## config.mk

```make
export PLATFORM = sky130hd
export DESIGN_NAME = first_substring_match_finder_flat
export DESIGN_NICKNAME = d
export VERILOG_FILES = /design/src/sv/fsmf_pkg.sv /design/src/sv/fsmf_text_if.sv /design/src/sv/fsmf_result_if.sv /design/src/sv/fsmf_cfg_if.sv /design/src/sv/first_substring_match_finder.sv /design/src/sv/fsmf_front.sv /design/src/sv/fsmf_queue.sv /design/src/sv/fsmf_back.sv /design/src/flat_wrapper.sv
export VERILOG_INCLUDE_DIRS = /design/src /design/src/sv
export SDC_FILE = /design/constraint.sdc
export NUM_CORES = 1
export LEC_CHECK = 0
export ABC_AREA = 1
export BUFFER_PORTS_ARGS = -buffer_cell sky130_fd_sc_hd__buf_2
export CAP_MARGIN = 40
export CORE_MARGIN = 2
export CORE_UTILIZATION = 61
export DETAILED_ROUTE_END_ITERATION = 7
export PLACE_DENSITY = 0.81
export SLEW_MARGIN = 10
export SYNTH_ARGS = -nofsm -noshare
export SYNTH_HDL_FRONTEND = slang
export SYNTH_SLANG_ARGS = --single-unit
```

## constraint.sdc

```tcl
create_clock -name clk_i -period 8.4 [get_ports clk_i]
set_input_delay 0 -clock clk_i [delete_from_list [all_inputs] [get_ports clk_i]]
set_output_delay 0 -clock clk_i [all_outputs]
set_load 0.01 [all_outputs]
```

## src/sv/first_substring_match_finder_macros.svh

```systemverilog
// Assertion macros shared by the substring match finder RTL.
`ifndef FIRST_SUBSTRING_MATCH_FINDER_MACROS_SVH
`define FIRST_SUBSTRING_MATCH_FINDER_MACROS_SVH

// Consequent must hold in the same cycle as the antecedent.
`define FSMF_ASSERT_NOW(label, clk, rst_n, ante, cons, msg) \
  label: assert property (@(posedge clk) disable iff (!rst_n) (ante) |-> (cons)) \
    else $error(msg);

// Consequent must hold in the cycle after the antecedent.
`define FSMF_ASSERT_NEXT(label, clk, rst_n, ante, cons, msg) \
  label: assert property (@(posedge clk) disable iff (!rst_n) (ante) |=> (cons)) \
    else $error(msg);

`endif

```

## src/sv/fsmf_pkg.sv

```systemverilog
// Shared types and constants of the substring match finder.
`default_nettype none

package fsmf_pkg;

  localparam int unsigned PATTERN_WORD_WIDTH   = 64;
  localparam int unsigned PATTERN_LENGTH_WIDTH = 5;
  localparam int unsigned CFG_INDEX_WIDTH      = 2;
  localparam int unsigned MATCH_INDEX_WIDTH    = 17;
  localparam int unsigned STATUS_WIDTH         = 2;

  localparam logic signed [MATCH_INDEX_WIDTH-1:0] NO_MATCH_INDEX = '1;

  typedef enum logic [STATUS_WIDTH-1:0] {
    STATUS_OK    = 2'd0,
    STATUS_EMPTY = 2'd1,
    STATUS_RANGE = 2'd2
  } status_e;

  typedef enum logic [CFG_INDEX_WIDTH-1:0] {
    CFG_PATTERN_LOW  = 2'd0,
    CFG_PATTERN_HIGH = 2'd1,
    CFG_PATTERN_LEN  = 2'd2
  } cfg_reg_e;

  typedef struct packed {
    logic full;
    logic empty;
  } queue_status_t;

endpackage

`default_nettype wire

```

## src/sv/fsmf_text_if.sv

```systemverilog
// Text byte channel: one byte of the text per item.
`default_nettype none

interface fsmf_text_if;
  logic       valid;
  logic       ready;
  logic [7:0] text_byte;
  logic       last_byte;

  modport source (output valid, output text_byte, output last_byte, input ready);
  modport sink (input valid, input text_byte, input last_byte, output ready);
endinterface

`default_nettype wire

```

## src/sv/fsmf_result_if.sv

```systemverilog
// Result channel: one search result per item.
`default_nettype none

interface fsmf_result_if;
  logic                                          valid;
  logic                                          ready;
  logic                                          found;
  logic signed [fsmf_pkg::MATCH_INDEX_WIDTH-1:0] match_index;
  logic [fsmf_pkg::STATUS_WIDTH-1:0]             status;

  modport source (output valid, output found, output match_index, output status,
                  input ready);
  modport sink (input valid, input found, input match_index, input status,
                output ready);
endinterface

`default_nettype wire

```

## src/sv/fsmf_cfg_if.sv

```systemverilog
// Configuration write channel: register index and write data.
`default_nettype none

interface fsmf_cfg_if;
  logic                                     valid;
  logic                                     ready;
  logic [fsmf_pkg::CFG_INDEX_WIDTH-1:0]     index;
  logic [fsmf_pkg::PATTERN_WORD_WIDTH-1:0]  data;

  modport source (output valid, output index, output data, input ready);
  modport sink (input valid, input index, input data, output ready);
endinterface

`default_nettype wire

```

## src/sv/first_substring_match_finder.sv

```systemverilog
// A result becomes valid once its last-byte item has passed through the queue and been popped into the result register.
// Throughput: one text byte per cycle while the queue is not full; the result register frees the input side.
// The front compare and the back shift-and update are split by a two-entry queue.
// Input ready drops only while the queue is full behind a stalled result.
// Reset clears pattern registers, match state, queue and result valid at once.
`default_nettype none

module first_substring_match_finder #(
  parameter int unsigned MAX_PATTERN_BYTES = 16,
  parameter int unsigned TEXT_INDEX_WIDTH  = 16
) (
  input  wire            clk_i,
  input  wire            rst_ni,
  fsmf_text_if.sink      text_i,
  fsmf_cfg_if.sink       cfg_i,
  fsmf_result_if.source  result_o
);
  import fsmf_pkg::*;

  localparam int unsigned LenWidth   = $clog2(MAX_PATTERN_BYTES + 1);
  localparam int unsigned EntryWidth = MAX_PATTERN_BYTES + LenWidth + 1;

  queue_status_t          queue_status;
  logic                   push;
  logic                   pop;
  logic [EntryWidth-1:0]  push_entry;
  logic [EntryWidth-1:0]  pop_entry;

  fsmf_front #(
    .MAX_PATTERN_BYTES (MAX_PATTERN_BYTES),
    .LEN_WIDTH         (LenWidth),
    .ENTRY_WIDTH       (EntryWidth)
  ) u_front (
    .clk_i          (clk_i),
    .rst_ni         (rst_ni),
    .text_i         (text_i),
    .cfg_i          (cfg_i),
    .queue_status_i (queue_status),
    .push_o         (push),
    .entry_o        (push_entry)
  );

  fsmf_queue #(
    .WIDTH (EntryWidth)
  ) u_queue (
    .clk_i    (clk_i),
    .rst_ni   (rst_ni),
    .push_i   (push),
    .data_i   (push_entry),
    .pop_i    (pop),
    .data_o   (pop_entry),
    .status_o (queue_status)
  );

  fsmf_back #(
    .MAX_PATTERN_BYTES (MAX_PATTERN_BYTES),
    .TEXT_INDEX_WIDTH  (TEXT_INDEX_WIDTH),
    .LEN_WIDTH         (LenWidth),
    .ENTRY_WIDTH       (EntryWidth)
  ) u_back (
    .clk_i          (clk_i),
    .rst_ni         (rst_ni),
    .entry_i        (pop_entry),
    .queue_status_i (queue_status),
    .pop_o          (pop),
    .result_o       (result_o)
  );

endmodule

`default_nettype wire

```

## src/sv/fsmf_front.sv

```systemverilog
// Front end: configuration registers, byte accept and per-position compare.
`default_nettype none

module fsmf_front #(
  parameter int unsigned MAX_PATTERN_BYTES = 16,
  parameter int unsigned LEN_WIDTH         = 5,
  parameter int unsigned ENTRY_WIDTH       = 22
) (
  input  wire                         clk_i,
  input  wire                         rst_ni,
  fsmf_text_if.sink                   text_i,
  fsmf_cfg_if.sink                    cfg_i,
  input  fsmf_pkg::queue_status_t     queue_status_i,
  output logic                        push_o,
  output logic [ENTRY_WIDTH-1:0]      entry_o
);
  import fsmf_pkg::*;

  localparam logic [PATTERN_LENGTH_WIDTH-1:0] MaxLen = PATTERN_LENGTH_WIDTH'(MAX_PATTERN_BYTES);

  logic [PATTERN_WORD_WIDTH-1:0]   pat_low_q;
  logic [PATTERN_WORD_WIDTH-1:0]   pat_high_q;
  logic [PATTERN_LENGTH_WIDTH-1:0] pat_len_q;
  logic [2*PATTERN_WORD_WIDTH-1:0] pat_all;
  logic [PATTERN_LENGTH_WIDTH-1:0] len_clamped;
  logic [LEN_WIDTH-1:0]            used_len;
  logic [MAX_PATTERN_BYTES-1:0]    eq;

  assign cfg_i.ready  = 1'b1;
  assign text_i.ready = !queue_status_i.full;
  assign push_o       = text_i.valid && !queue_status_i.full;

  always_ff @(posedge clk_i or negedge rst_ni) begin
    if (!rst_ni) begin
      pat_low_q  <= '0;
      pat_high_q <= '0;
      pat_len_q  <= '0;
    end else if (cfg_i.valid) begin
      case (cfg_reg_e'(cfg_i.index))
        CFG_PATTERN_LOW:  pat_low_q  <= cfg_i.data;
        CFG_PATTERN_HIGH: pat_high_q <= cfg_i.data;
        CFG_PATTERN_LEN:  pat_len_q  <= cfg_i.data[PATTERN_LENGTH_WIDTH-1:0];
        default: ;
      endcase
    end
  end

  assign pat_all     = {pat_high_q, pat_low_q};
  assign len_clamped = (pat_len_q > MaxLen) ? MaxLen : pat_len_q;
  assign used_len    = LEN_WIDTH'(len_clamped);

  always_comb begin
    for (int k = 0; k < MAX_PATTERN_BYTES; k++) begin
      eq[k] = (LEN_WIDTH'(k) < used_len) && (pat_all[8*k +: 8] == text_i.text_byte);
    end
  end

  assign entry_o = {text_i.last_byte, used_len, eq};

endmodule

`default_nettype wire

```

## src/sv/fsmf_queue.sv

```systemverilog
// Two-entry queue between the compare front end and the match back end.
`default_nettype none
`include "first_substring_match_finder_macros.svh"

module fsmf_queue #(
  parameter int unsigned WIDTH = 22
) (
  input  wire                      clk_i,
  input  wire                      rst_ni,
  input  logic                     push_i,
  input  logic [WIDTH-1:0]         data_i,
  input  logic                     pop_i,
  output logic [WIDTH-1:0]         data_o,
  output fsmf_pkg::queue_status_t  status_o
);
  import fsmf_pkg::*;

  logic [WIDTH-1:0] mem_q [2];
  logic             wr_ptr_q;
  logic             rd_ptr_q;
  logic [1:0]       cnt_q;

  always_ff @(posedge clk_i) begin
    if (push_i) begin
      mem_q[wr_ptr_q] <= data_i;
    end
  end

  always_ff @(posedge clk_i or negedge rst_ni) begin
    if (!rst_ni) begin
      wr_ptr_q <= 1'b0;
      rd_ptr_q <= 1'b0;
      cnt_q    <= '0;
    end else begin
      if (push_i) begin
        wr_ptr_q <= !wr_ptr_q;
      end
      if (pop_i) begin
        rd_ptr_q <= !rd_ptr_q;
      end
      cnt_q <= cnt_q + 2'(push_i) - 2'(pop_i);
    end
  end

  assign data_o         = mem_q[rd_ptr_q];
  assign status_o.full  = (cnt_q == 2'd2);
  assign status_o.empty = (cnt_q == 2'd0);

  `FSMF_ASSERT_NOW(a_cnt_bound, clk_i, rst_ni, 1'b1, cnt_q != 2'd3, "queue count out of range")
  `FSMF_ASSERT_NOW(a_no_pop_empty, clk_i, rst_ni, pop_i, cnt_q != 2'd0, "pop from empty queue")
  `FSMF_ASSERT_NOW(a_no_push_full, clk_i, rst_ni, push_i, cnt_q != 2'd2, "push into full queue")

endmodule

`default_nettype wire

```

## src/sv/fsmf_back.sv

```systemverilog
// Back end: shift-and match vector, position tracking and result register.
`default_nettype none
`include "first_substring_match_finder_macros.svh"

module fsmf_back #(
  parameter int unsigned MAX_PATTERN_BYTES = 16,
  parameter int unsigned TEXT_INDEX_WIDTH  = 16,
  parameter int unsigned LEN_WIDTH         = 5,
  parameter int unsigned ENTRY_WIDTH       = 22
) (
  input  wire                      clk_i,
  input  wire                      rst_ni,
  input  logic [ENTRY_WIDTH-1:0]   entry_i,
  input  fsmf_pkg::queue_status_t  queue_status_i,
  output logic                     pop_o,
  fsmf_result_if.source            result_o
);
  import fsmf_pkg::*;

  localparam logic [TEXT_INDEX_WIDTH-1:0] PosMax = '1;

  logic [MAX_PATTERN_BYTES-1:0] pmv_q, pmv_n, pmv_d, hit_vec;
  logic [TEXT_INDEX_WIDTH-1:0]  pos_q, pos_n, pos_d;
  logic [TEXT_INDEX_WIDTH-1:0]  start_q, start_n, start_d;
  logic                         full_q, full_n, full_d;
  logic                         seen_q, seen_n, seen_d;
  logic                         ovf_q, ovf_n, ovf_d;
  logic                         res_valid_q, res_valid_d;
  logic                         found_q;
  logic signed [MATCH_INDEX_WIDTH-1:0] index_q;
  status_e                      status_q, status_n;
  logic [MAX_PATTERN_BYTES-1:0] eq;
  logic [LEN_WIDTH-1:0]         len;
  logic                         last;
  logic                         hit;
  logic [31:0]                  start_ext;
  logic signed [MATCH_INDEX_WIDTH-1:0] index_n;

  assign eq   = entry_i[MAX_PATTERN_BYTES-1:0];
  assign len  = entry_i[MAX_PATTERN_BYTES +: LEN_WIDTH];
  assign last = entry_i[MAX_PATTERN_BYTES + LEN_WIDTH];

  assign pop_o = !queue_status_i.empty && (!res_valid_q || result_o.ready);

  always_comb begin
    pmv_n   = pmv_q;
    pos_n   = pos_q;
    start_n = start_q;
    full_n  = full_q;
    seen_n  = seen_q;
    ovf_n   = ovf_q;
    hit_vec = ((pmv_q << 1) | MAX_PATTERN_BYTES'(1)) & eq;
    hit     = 1'b0;
    if (pop_o) begin
      if (full_q) begin
        ovf_n = 1'b1;
      end else begin
        pmv_n = hit_vec;
        hit   = (len != '0) && ((hit_vec >> (len - LEN_WIDTH'(1))) & MAX_PATTERN_BYTES'(1))
                != '0;
        if (hit && !seen_q) begin
          seen_n  = 1'b1;
          start_n = pos_q - TEXT_INDEX_WIDTH'(len - LEN_WIDTH'(1));
        end
        if (pos_q == PosMax) begin
          full_n = 1'b1;
        end else begin
          pos_n = pos_q + TEXT_INDEX_WIDTH'(1);
        end
      end
    end

    start_ext = 32'(start_n);
    index_n   = seen_n ? signed'(start_ext[MATCH_INDEX_WIDTH-1:0]) : NO_MATCH_INDEX;
    if (len == '0) begin
      status_n = STATUS_EMPTY;
    end else if (seen_n) begin
      status_n = STATUS_OK;
    end else if (ovf_n) begin
      status_n = STATUS_RANGE;
    end else begin
      status_n = STATUS_OK;
    end

    if (pop_o && last) begin
      pmv_d   = '0;
      pos_d   = '0;
      start_d = '0;
      full_d  = 1'b0;
      seen_d  = 1'b0;
      ovf_d   = 1'b0;
    end else begin
      pmv_d   = pmv_n;
      pos_d   = pos_n;
      start_d = start_n;
      full_d  = full_n;
      seen_d  = seen_n;
      ovf_d   = ovf_n;
    end

    if (pop_o && last) begin
      res_valid_d = 1'b1;
    end else if (result_o.ready) begin
      res_valid_d = 1'b0;
    end else begin
      res_valid_d = res_valid_q;
    end
  end

  always_ff @(posedge clk_i or negedge rst_ni) begin
    if (!rst_ni) begin
      pmv_q       <= '0;
      pos_q       <= '0;
      start_q     <= '0;
      full_q      <= 1'b0;
      seen_q      <= 1'b0;
      ovf_q       <= 1'b0;
      res_valid_q <= 1'b0;
    end else begin
      pmv_q       <= pmv_d;
      pos_q       <= pos_d;
      start_q     <= start_d;
      full_q      <= full_d;
      seen_q      <= seen_d;
      ovf_q       <= ovf_d;
      res_valid_q <= res_valid_d;
    end
  end

  always_ff @(posedge clk_i) begin
    if (pop_o && last) begin
      found_q  <= seen_n;
      index_q  <= index_n;
      status_q <= status_n;
    end
  end

  assign result_o.valid       = res_valid_q;
  assign result_o.found       = found_q;
  assign result_o.match_index = index_q;
  assign result_o.status      = status_q;

  `FSMF_ASSERT_NEXT(a_clear_after_last, clk_i, rst_ni, pop_o && last,
                    pos_q == '0 && !seen_q && !ovf_q && !full_q, "text state not cleared")
  `FSMF_ASSERT_NOW(a_result_source, clk_i, rst_ni, res_valid_q && !$past(res_valid_q),
                   $past(pop_o && last), "result without a last item")
  `FSMF_ASSERT_NOW(a_overflow_needs_full, clk_i, rst_ni, ovf_q, full_q,
                   "overflow without a full index range")

endmodule

`default_nettype wire

```

## src/flat_wrapper.sv

```systemverilog
// flat-port wrapper written by rule: the top's interface ports become plain ports
module first_substring_match_finder_flat import fsmf_pkg::*;
#(
  parameter int unsigned MAX_PATTERN_BYTES = 16,
  parameter int unsigned TEXT_INDEX_WIDTH  = 16
)
  (clk_i, rst_ni, text_i_valid, text_i_text_byte, text_i_last_byte, text_i_ready, cfg_i_valid, cfg_i_index, cfg_i_data, cfg_i_ready, result_o_valid, result_o_found, result_o_match_index, result_o_status, result_o_ready);
  fsmf_text_if text_i_i ();
  fsmf_cfg_if cfg_i_i ();
  fsmf_result_if result_o_i ();
  input  wire clk_i;
  input  wire rst_ni;
  input wire logic [$bits(text_i_i.valid)-1:0] text_i_valid;
  input wire logic [$bits(text_i_i.text_byte)-1:0] text_i_text_byte;
  input wire logic [$bits(text_i_i.last_byte)-1:0] text_i_last_byte;
  output wire logic [$bits(text_i_i.ready)-1:0] text_i_ready;
  input wire logic [$bits(cfg_i_i.valid)-1:0] cfg_i_valid;
  input wire logic [$bits(cfg_i_i.index)-1:0] cfg_i_index;
  input wire logic [$bits(cfg_i_i.data)-1:0] cfg_i_data;
  output wire logic [$bits(cfg_i_i.ready)-1:0] cfg_i_ready;
  output wire logic [$bits(result_o_i.valid)-1:0] result_o_valid;
  output wire logic [$bits(result_o_i.found)-1:0] result_o_found;
  output wire logic [$bits(result_o_i.match_index)-1:0] result_o_match_index;
  output wire logic [$bits(result_o_i.status)-1:0] result_o_status;
  input wire logic [$bits(result_o_i.ready)-1:0] result_o_ready;
  assign text_i_i.valid = text_i_valid;
  assign text_i_i.text_byte = text_i_text_byte;
  assign text_i_i.last_byte = text_i_last_byte;
  assign text_i_ready = text_i_i.ready;
  assign cfg_i_i.valid = cfg_i_valid;
  assign cfg_i_i.index = cfg_i_index;
  assign cfg_i_i.data = cfg_i_data;
  assign cfg_i_ready = cfg_i_i.ready;
  assign result_o_valid = result_o_i.valid;
  assign result_o_found = result_o_i.found;
  assign result_o_match_index = result_o_i.match_index;
  assign result_o_status = result_o_i.status;
  assign result_o_i.ready = result_o_ready;
  first_substring_match_finder #(.MAX_PATTERN_BYTES(MAX_PATTERN_BYTES), .TEXT_INDEX_WIDTH(TEXT_INDEX_WIDTH)) u_core (.clk_i(clk_i), .rst_ni(rst_ni), .text_i(text_i_i), .cfg_i(cfg_i_i), .result_o(result_o_i));
endmodule
```

==> results of run 1 <==
==> report_power, final <==
part           total, mW  leakage (nW)  internal (mW)  switching, mW
sequential          1.71          3.00           1.56          0.148
combinational       1.51          3.58          0.526          0.985
clock               1.19         0.426          0.685          0.504
total               4.41          7.01           2.78           1.64
==> kinds of logic after synthesis <==
| kind of cell | count (synthesis) | synth area share [%] |
|---|---|---|
| simple gates | 547 | 19.0 |
| fa+ha+maj | 21 | 2.15 |
| mux | 1 | 0.0796 |
| buf+inv | 218 | 7.15 |
| xor+xnor | 86 | 5.99 |
| flops | 252 | 52.7 |
| compound gates | 285 | 12.9 |
| other cells | 1 | 0.0298 |
==> how the worst max path moves through the flow <==
stage	to	slack [ns]	depth (start not counted)
2_1_floorplan	u_core.u_back.result_o.match_index[15]$_SDFFCE_PP1P_	5.36	17
6_report	u_core.u_back.result_o.match_index[14]$_SDFFCE_PP1P_	4.69	14
3_5_place_dp	u_core.u_back.result_o.match_index[14]$_SDFFCE_PP1P_	4.27	14
3_3_place_gp	u_core.u_back.result_o.match_index[15]$_SDFFCE_PP1P_	4.40	14
5_1_grt	u_core.u_back.result_o.match_index[15]$_SDFFCE_PP1P_	4.37	25
4_1_cts	u_core.u_back.result_o.match_index[14]$_SDFFCE_PP1P_	4.22	14
==> layer usage <==
metal / GRT usage (%) / vias to the layer above / wire length, µm
met5: 0 / - / 0
met1: 40.1 / 5067 / 13300
met2: 51.4 / 450 / 16000
met3: 3.95 / 91 / 2080
li1: - / 4942 / -
met4: 10.6 / 0 / 1150
==> sequential cells by signal (all words and copies together) (netlist names), 5 cells and up <==
name / flops
u_core.u_back.start_q: 16
u_core.u_back.pos_q: 16
u_core.u_front.pat_len_q: 5
u_core.u_back.pmv_q: 15
u_core.u_back.result_o.match_index: 17
u_core.u_front.pat_high_q: 64
u_core.u_queue.mem_q: 44
u_core.u_front.pat_low_q: 64
==> metrics by stage <==
step                      area [µm²]  instances  hold WS (ns)  worst slack [ns]  total power [mW]
after floorplan                12600       1411        -0.296              5.36              2.79
after global placement         13200       1723         0.191              4.40              3.11
after detailed placement       13300       1729       -0.0710              4.27              3.18
after CTS                      14900       1846       0.00333              4.22              4.40
after global routing           14900       1847        0.0152              4.37              4.68
final                          14900       1847       0.00862              4.69              4.41
==> worst max-delay path: stages, from the launching register on <==
cell	delay, ns
dfrtp_1	0.44
buf_16	0.19
inv_4	0.23
nand2_1	0.09
nand2_1	0.12
nand4_1	0.52
ha_1	0.57
a21oi_1	0.34
o21ai_0	0.19
a221oi_1	0.36
nand3_1	0.12
nand2_1	0.07
nand2_1	0.04
nand2_1	0.08
nand2_1	0.05
==> layout by cell type (no fill, tap or decap), types with 16 or more instances in the layout <==
master	count
dlygate4sd3_1	68
nand2_1	326
nand4_1	20
clkbuf_16	27
dfrtp_1	188
inv_1	146
buf_2	100
xor2_1	52
or2_2	16
xnor2_1	34
o21ai_0	179
edfxtp_1	64
nor4_1	17
nand3_1	50
ha_1	20
a21oi_1	31
nor2_1	69
==> what timing repair did <==
item / 4_1_cts / 5_1_grt
hold buffers: 69 / 0
setup buffers: 0 / 0
endpoints found under the hold margin: 259 / 0
==> cell type report <==
cell class	instances	area share, %
clock buffer	34	4.91
clock inverter	14	1.04
inverter	153	3.87
multi-input combinational	941	34.1
sequential	252	44.4
tap	270	2.27
timing repair buffer	183	9.37
==> metrics.txt, run 1 <==
# TYPE chip_impl_metric gauge
chip_impl_metric{name="gp_congestion",unit=""} 0.885
chip_impl_info{name="cts_tree",value="built"} 1
chip_impl_info{name="reg2reg_end",value="u_core.u_back.result_o.match_index[14]$_SDFFCE_PP1P_"} 1
chip_impl_info{name="worstReg2RegStart",value="u_core.u_queue.rd_ptr_q$_DFFE_PN0P_"} 1
chip_impl_info{name="post-synth-top-count-cell",value="nand2_1"} 1
chip_impl_metric{name="synth.avg_cell_area",unit="µm²"} 8.92
chip_impl_metric{name="number_of_nets_in_the_synthesized_netlist",unit=""} 1512
chip_impl_info{name="cell_taking_the_most_area_after_synthesis",value="dfrtp_1"} 1
chip_impl_metric{name="cp.arrival",unit="ns"} 3.96
chip_impl_metric{name="fmax",unit="MHz"} 270
chip_impl_metric{name="grt_max_degree",unit=""} 90
chip_impl_info{name="worstSetupPathType",value="reg2reg"} 1
chip_impl_info{name="sort_of_element_at_the_start_of_the_critical_path",value="flop"} 1
chip_impl_metric{name="ioPinCount",unit=""} 103
chip_impl_metric{name="worstRegToRegCells",unit=""} 14
chip_impl_info{name="clockRootBuffer",value="clkbuf_16"} 1
chip_impl_info{name="ys_top_cells_by_count",value="326 x nand2_1, 188 x dfrtp_1, 179 x o21ai_0"} 1
chip_impl_info{name="run_status",value="finished clean"} 1
chip_impl_metric{name="clock_latency",unit="ns"} 0.54
chip_impl_metric{name="yosys_register_bits",unit=""} 252
chip_impl_metric{name="remaining_drcs",unit=""} 0
chip_impl_metric{name="detailroute.via_count",unit=""} 10550
chip_impl_metric{name="wl",unit="µm"} 32600
chip_impl_metric{name="area_of_the_multi_input_gates",unit="µm²"} 5080
chip_impl_metric{name="clk_transition_reported_paths",unit="ns"} 0.06
chip_impl_info{name="worst_setup_path_startpoint",value="u_core.u_queue.rd_ptr_q$_DFFE_PN0P_"} 1
chip_impl_metric{name="final.fill_count",unit=""} 1401
chip_impl_metric{name="critPathMaxFanout",unit=""} 27
chip_impl_metric{name="cts_made_buffers",unit=""} 26
chip_impl_metric{name="cts-root-to-sink-buffers",unit=""} 3
chip_impl_metric{name="timing.slew.headroom",unit="%"} 40.3
chip_impl_metric{name="core_area",unit="µm²"} 20200
chip_impl_metric{name="synth.yosys.seq_area_share",unit="%"} 52.7
chip_impl_metric{name="synth_area",unit="µm²"} 12600
chip_impl_info{name="post_synth_main_area_contributors",value="dfrtp_1 37%, edfxtp_1 15%, nand2_1 9.7%, o21ai_0 7.1%, inv_1 4.4%"} 1
chip_impl_info{name="min-delay-path-class",value="in2async"} 1
chip_impl_metric{name="drive_above_1_share",unit="%"} 13.3
chip_impl_info{name="prevailing_post_synth_register_cell",value="dfrtp_1"} 1
chip_impl_metric{name="ys_warn_count",unit=""} 0
chip_impl_metric{name="fin_util",unit="%"} 73.7
chip_impl_metric{name="drt.antenna.violating_nets",unit=""} 0
chip_impl_metric{name="design.die.area",unit="µm²"} 21800
chip_impl_metric{name="number_of_global_route_vias_before_repair",unit=""} 10354
chip_impl_metric{name="starting_density_of_the_core",unit="%"} 62.2
chip_impl_metric{name="timing_worst_slew_pin_value",unit="ns"} 0.873
chip_impl_metric{name="synthesis.instances",unit=""} 1411
chip_impl_metric{name="dieWidth",unit="µm"} 148
chip_impl_metric{name="first_pass_grt_wire_length",unit="µm"} 52600
chip_impl_metric{name="avgViaCountPerCell",unit=""} 5.71
chip_impl_metric{name="detail_route.first_pass.iterations",unit=""} 5
chip_impl_metric{name="finalClockSkew",unit="ns"} 0.0175
chip_impl_metric{name="num_rows",unit=""} 52
chip_impl_metric{name="nets",unit=""} 1658
chip_impl_metric{name="area_delta_synth_final",unit="%"} 18.5
chip_impl_metric{name="synth.distinct_cells",unit=""} 59
chip_impl_metric{name="clkSinkCount",unit=""} 252
chip_impl_metric{name="synth_enable_flop_cells",unit=""} 64
chip_impl_metric{name="worst-r2r-setup-slack",unit="ns"} 4.69
chip_impl_info{name="type_of_element_capturing_the_critical_path",value="flop"} 1
chip_impl_metric{name="grt_antenna_before_repair",unit=""} 0
chip_impl_metric{name="wire_per_inst",unit="µm"} 17.6
chip_impl_info{name="rsz0062_at_grt",value="false"} 1
chip_impl_metric{name="vdd_drop_max",unit="mV"} 0.212
chip_impl_metric{name="pwr_density_cell",unit="nW/µm²"} 296
chip_impl_metric{name="required",unit="ns"} 8.65
chip_impl_metric{name="fin_crit",unit="ns"} 3.71
chip_impl_metric{name="drt-initial-drc-count",unit=""} 819
chip_impl_metric{name="grtUsageTotal",unit="%"} 30.2
chip_impl_metric{name="leakage_power",unit="nW"} 7.01
chip_impl_metric{name="asyncSetResetFlopFracSynth",unit="%"} 74.6
chip_impl_metric{name="io_buffers",unit=""} 101
chip_impl_metric{name="slew_viol_final",unit=""} 0
chip_impl_metric{name="hpwl",unit="µm"} 21200
chip_impl_metric{name="die_y",unit="µm"} 148
chip_impl_metric{name="setup_violations",unit=""} 0
chip_impl_metric{name="hold_viol",unit=""} 0
chip_impl_metric{name="maxCapViolations",unit=""} 0
chip_impl_metric{name="yosysTopAreaCellShare",unit="%"} 37.4
chip_impl_metric{name="grt_overflow_total",unit=""} 0
chip_impl_metric{name="cts_htree_levels",unit=""} 1
chip_impl_metric{name="fin_setup_tns",unit="ns"} 0
chip_impl_metric{name="final_cycle_utilization_of_the_critical_path",unit="%"} 44.1
chip_impl_metric{name="ff_latch_area",unit="µm²"} 6630
chip_impl_metric{name="post_cts_resize_count",unit=""} 0
chip_impl_metric{name="antenna_cells",unit=""} 0
No activity file was read; power rests on OpenSTA's default activity.
==> run 2, diff against run 1 <==
Settings changed: CORE_UTILIZATION 61 to 54, PLACE_DENSITY 0.81 to 0.76.
Clock period 8.4 ns to 3.3 ns, I/O delays scaled along.
==> run 2 against run 1 <==
  * Power rose to 2.6 times the previous value
  * Critical path depth up 9
  * Count of clock-buffer cells in the layout down 5
  * Combinational power rose to 2.6 times the previous value
  * Register-to-register slack worse by 4.4 ns
  * Non-clock buffer count up 11
  * Die area up 13%
  * Cell area up 1.1%
  * Global-route usage down 3.2 points
  * Worst setup slack worse by 4.4 ns
  * Largest cell class unchanged
  * Largest power group unchanged
  * Highest routed layer unchanged
==> metrics.txt, run 2 (synthesized netlist as in run 1, its figures left out) <==
# TYPE chip_impl_metric gauge
chip_impl_info{name="run_status",value="finished clean"} 1
chip_impl_metric{name="design.die.area",unit="µm²"} 24500
chip_impl_info{name="hold-path-endpoint",value="u_core.u_front.pat_len_q[1]$_DFFE_PN0P_"} 1
chip_impl_metric{name="antenna_cells",unit=""} 0
chip_impl_metric{name="maxCapViolations",unit=""} 0
chip_impl_metric{name="critPathMaxFanout",unit=""} 6
chip_impl_info{name="cts_tree",value="built"} 1
chip_impl_metric{name="cts-root-to-sink-buffers",unit=""} 3
chip_impl_metric{name="wl",unit="µm"} 32200
chip_impl_metric{name="avgViaCountPerCell",unit=""} 5.51
chip_impl_metric{name="leakage_power",unit="nW"} 7.07
chip_impl_metric{name="area_delta_synth_final",unit="%"} 19.8
chip_impl_metric{name="ioPinCount",unit=""} 103
chip_impl_metric{name="clkPwrFrac",unit="%"} 28.0
chip_impl_metric{name="detail_route.first_pass.iterations",unit=""} 6
chip_impl_info{name="worstPathCellList",value="inv_4, nand2_2, nand2_2, inv_1, ha_1, or2_1, nand2_1, inv_1, ha_4, a21oi_1, o21ai_2, nand2_1, nand2_1, nand2_1, nand2_1, nand2_1, nand2_2, nand3_1, nand3_1, nand2_1, nand2_1, nand2_1, nand2_1"} 1
chip_impl_info{name="sort_of_element_at_the_start_of_the_critical_path",value="flop"} 1
chip_impl_info{name="rsz0062_at_grt",value="false"} 1
chip_impl_metric{name="fin_setup_tns",unit="ns"} 0
chip_impl_metric{name="power_switching_share",unit="%"} 36.2
chip_impl_metric{name="nets",unit=""} 1669
chip_impl_metric{name="power.internal",unit="mW"} 7.27
chip_impl_metric{name="timing.slew.headroom",unit="%"} 29.0
chip_impl_metric{name="number_of_global_route_vias_before_repair",unit=""} 10335
chip_impl_metric{name="p_seq_share",unit="%"} 38.1
chip_impl_info{name="min-delay-path-class",value="in2reg"} 1
chip_impl_metric{name="worstRegToRegCells",unit=""} 23
chip_impl_metric{name="num_rows",unit=""} 55
chip_impl_metric{name="p_switching",unit="mW"} 4.13
chip_impl_metric{name="cts_htree_levels",unit=""} 1
chip_impl_metric{name="design_area",unit="µm²"} 15100
chip_impl_metric{name="starting_density_of_the_core",unit="%"} 55.2
chip_impl_metric{name="detailroute.via_count",unit=""} 10471
chip_impl_metric{name="grt_max_degree",unit=""} 101
chip_impl_metric{name="wire_per_inst",unit="µm"} 17.0
chip_impl_metric{name="fin_cells",unit=""} 1901
chip_impl_info{name="type_of_element_capturing_the_critical_path",value="flop"} 1
chip_impl_metric{name="clock_latency",unit="ns"} 0.54
chip_impl_metric{name="fmax",unit="MHz"} 328
chip_impl_metric{name="hold_depth",unit=""} 3
chip_impl_metric{name="drt.antenna.violating_nets",unit=""} 0
chip_impl_metric{name="cts_made_buffers",unit=""} 26
chip_impl_metric{name="placement.cell_area",unit="µm²"} 13400
chip_impl_info{name="critPathSlowestCell",value="dfrtp_2"} 1
chip_impl_metric{name="hold_viol",unit=""} 0
chip_impl_metric{name="worst-r2r-setup-slack",unit="ns"} 0.25
chip_impl_metric{name="timing_worst_slew_pin_value",unit="ns"} 1.04
chip_impl_metric{name="drive_above_1_share",unit="%"} 14.4
chip_impl_metric{name="timing.critical_path.buf_inv",unit=""} 3
chip_impl_metric{name="io_buffers",unit=""} 101
chip_impl_metric{name="hpwl",unit="µm"} 21000
chip_impl_metric{name="vdd_drop_max",unit="mV"} 0.526
chip_impl_metric{name="final_cycle_utilization_of_the_critical_path",unit="%"} 92.4
chip_impl_info{name="largest_registers",value="u_core.u_front.pat_high_q: 64 flops, u_core.u_front.pat_low_q: 64 flops, u_core.u_queue.mem_q: 44 flops"} 1
chip_impl_metric{name="clk_transition_reported_paths",unit="ns"} 0.07
chip_impl_metric{name="p_comb_share",unit="%"} 33.9
chip_impl_info{name="clockRootBuffer",value="clkbuf_16"} 1
chip_impl_metric{name="fin_util",unit="%"} 66.2
chip_impl_info{name="critical_path.top_delay_family",value="simple AND/OR/NAND/NOR gates"} 1
chip_impl_metric{name="required",unit="ns"} 3.59
chip_impl_metric{name="whs",unit="ns"} 0.0369
chip_impl_info{name="critPathMostFrequentCell",value="nand2_1"} 1
chip_impl_metric{name="dieWidth",unit="µm"} 157
chip_impl_metric{name="pwr_density_cell",unit="nW/µm²"} 756
chip_impl_metric{name="clkSinkCount",unit=""} 252
chip_impl_metric{name="gp_congestion",unit=""} 0.916
chip_impl_info{name="final_common_cell",value="nand2_1"} 1
chip_impl_metric{name="grt_antenna_before_repair",unit=""} 0
chip_impl_info{name="most-common-layout-cells",value="326 x nand2_1, 187 x dfrtp_1, 178 x o21ai_0, 146 x inv_1, 100 x buf_2"} 1
chip_impl_metric{name="crit_path_max_incr_delay",unit="ns"} 0.46
chip_impl_info{name="worstReg2RegStart",value="u_core.u_queue.rd_ptr_q$_DFFE_PN0P_"} 1
chip_impl_metric{name="finalClockSkew",unit="ns"} 0.0101
chip_impl_metric{name="die_y",unit="µm"} 157
chip_impl_metric{name="core_area",unit="µm²"} 22800
chip_impl_metric{name="drt-initial-drc-count",unit=""} 871
chip_impl_metric{name="place_inst",unit=""} 1784
chip_impl_info{name="worstSetupPathType",value="reg2reg"} 1
chip_impl_metric{name="remaining_drcs",unit=""} 0
chip_impl_metric{name="cp.arrival",unit="ns"} 3.33
chip_impl_info{name="reg2reg_end",value="u_core.u_back.result_o.match_index[15]$_SDFFCE_PP1P_"} 1
chip_impl_metric{name="grtUsageTotal",unit="%"} 26.9
chip_impl_metric{name="grt_overflow_total",unit=""} 0
chip_impl_metric{name="setup_violations",unit=""} 0
chip_impl_metric{name="slew_viol_final",unit=""} 0
chip_impl_metric{name="postCtsSetupRepairBufs",unit=""} 0
chip_impl_info{name="timing.hold.worst.start",value="cfg_i_index[1]"} 1
chip_impl_metric{name="fin_crit",unit="ns"} 3.05
chip_impl_metric{name="first_pass_grt_wire_length",unit="µm"} 52400
## run 2: through the flow
stage | power, mW | worst slack, ns
floorplan | 7.11 | 0.256
global placement | 8.00 | 0.197
detailed placement | 8.12 | 0.0712
CTS | 11.4 | 0.0758
global route | 12.1 | 0.0306
finish | 11.4 | 0.252
## run 2: layer usage
metal / part of all wire, % / track usage [%] / vias to the layer above / routed length [µm]
met1: 43 / 35.9 / 5028 / 13700
met3: 5.8 / 3.57 / 80 / 1890
met4: 3.0 / 9.22 / 0 / 981
met5: 0 / 0 / - / 0
met2: 49 / 45.7 / 380 / 15600
li1: - / - / 4983 / -
## run 2: power by group through the flow
stage	Clock, mW	Combinational [mW]	Sequential, mW
after CTS	3.21	3.82	4.34
after floorplan	0	2.76	4.35
after detailed placement	0	3.73	4.38
after global routing	3.35	4.35	4.41
final	3.19	3.86	4.35
after global placement	0	3.63	4.37
## run 2: worst max-delay path by stage
stage / start / end / slack, ns / cells past startpoint
after CTS: u_core.u_queue.rd_ptr_q$_DFFE_PN0P_ / u_core.u_back.result_o.match_index[15]$_SDFFCE_PP1P_ / 0.08 / 23
after detailed placement: u_core.u_queue.rd_ptr_q$_DFFE_PN0P_ / u_core.u_back.result_o.match_index[15]$_SDFFCE_PP1P_ / 0.07 / 23
after global placement: u_core.u_queue.rd_ptr_q$_DFFE_PN0P_ / u_core.u_back.result_o.match_index[15]$_SDFFCE_PP1P_ / 0.20 / 23
after floorplan: u_core.u_queue.rd_ptr_q$_DFFE_PN0P_ / u_core.u_back.result_o.match_index[15]$_SDFFCE_PP1P_ / 0.26 / 17
after global routing: u_core.u_queue.rd_ptr_q$_DFFE_PN0P_ / u_core.u_back.result_o.match_index[15]$_SDFFCE_PP1P_ / 0.03 / 24
final: u_core.u_queue.rd_ptr_q$_DFFE_PN0P_ / u_core.u_back.result_o.match_index[15]$_SDFFCE_PP1P_ / 0.25 / 23
## run 2: area by class of cell
cell class                 count  area [µm²]
clock buffer                  29         693
clock inverter                19         240
fill                        1749        7700
inverter                     153         577
multi-input combinational    941        5110
sequential                   252        6630
tap                          313         392
timing repair buffer         194        1440
## run 2: worst reg2reg max path, stage by stage (launching register included)
cell,delay [ns]
dfrtp_2,0.46
inv_4,0.07
nand2_2,0.04
nand2_2,0.07
inv_1,0.05
ha_1,0.21
or2_1,0.23
nand2_1,0.10
inv_1,0.10
ha_4,0.24
a21oi_1,0.22
o21ai_2,0.11
nand2_1,0.07
nand2_1,0.05
nand2_1,0.06
nand2_1,0.12
nand2_1,0.11
nand2_2,0.08
nand3_1,0.10
nand3_1,0.07
nand2_1,0.08
nand2_1,0.04
nand2_1,0.08
nand2_1,0.06
## run 2: repair_timing
| action | in CTS | in global routing |
|---|---|---|
| gates resized for setup | 0 | 6 |
| hold buffers | 69 | 0 |
| endpoints found under the setup margin | 0 | 13 |
| hold endpoints to repair | 271 | 0 |
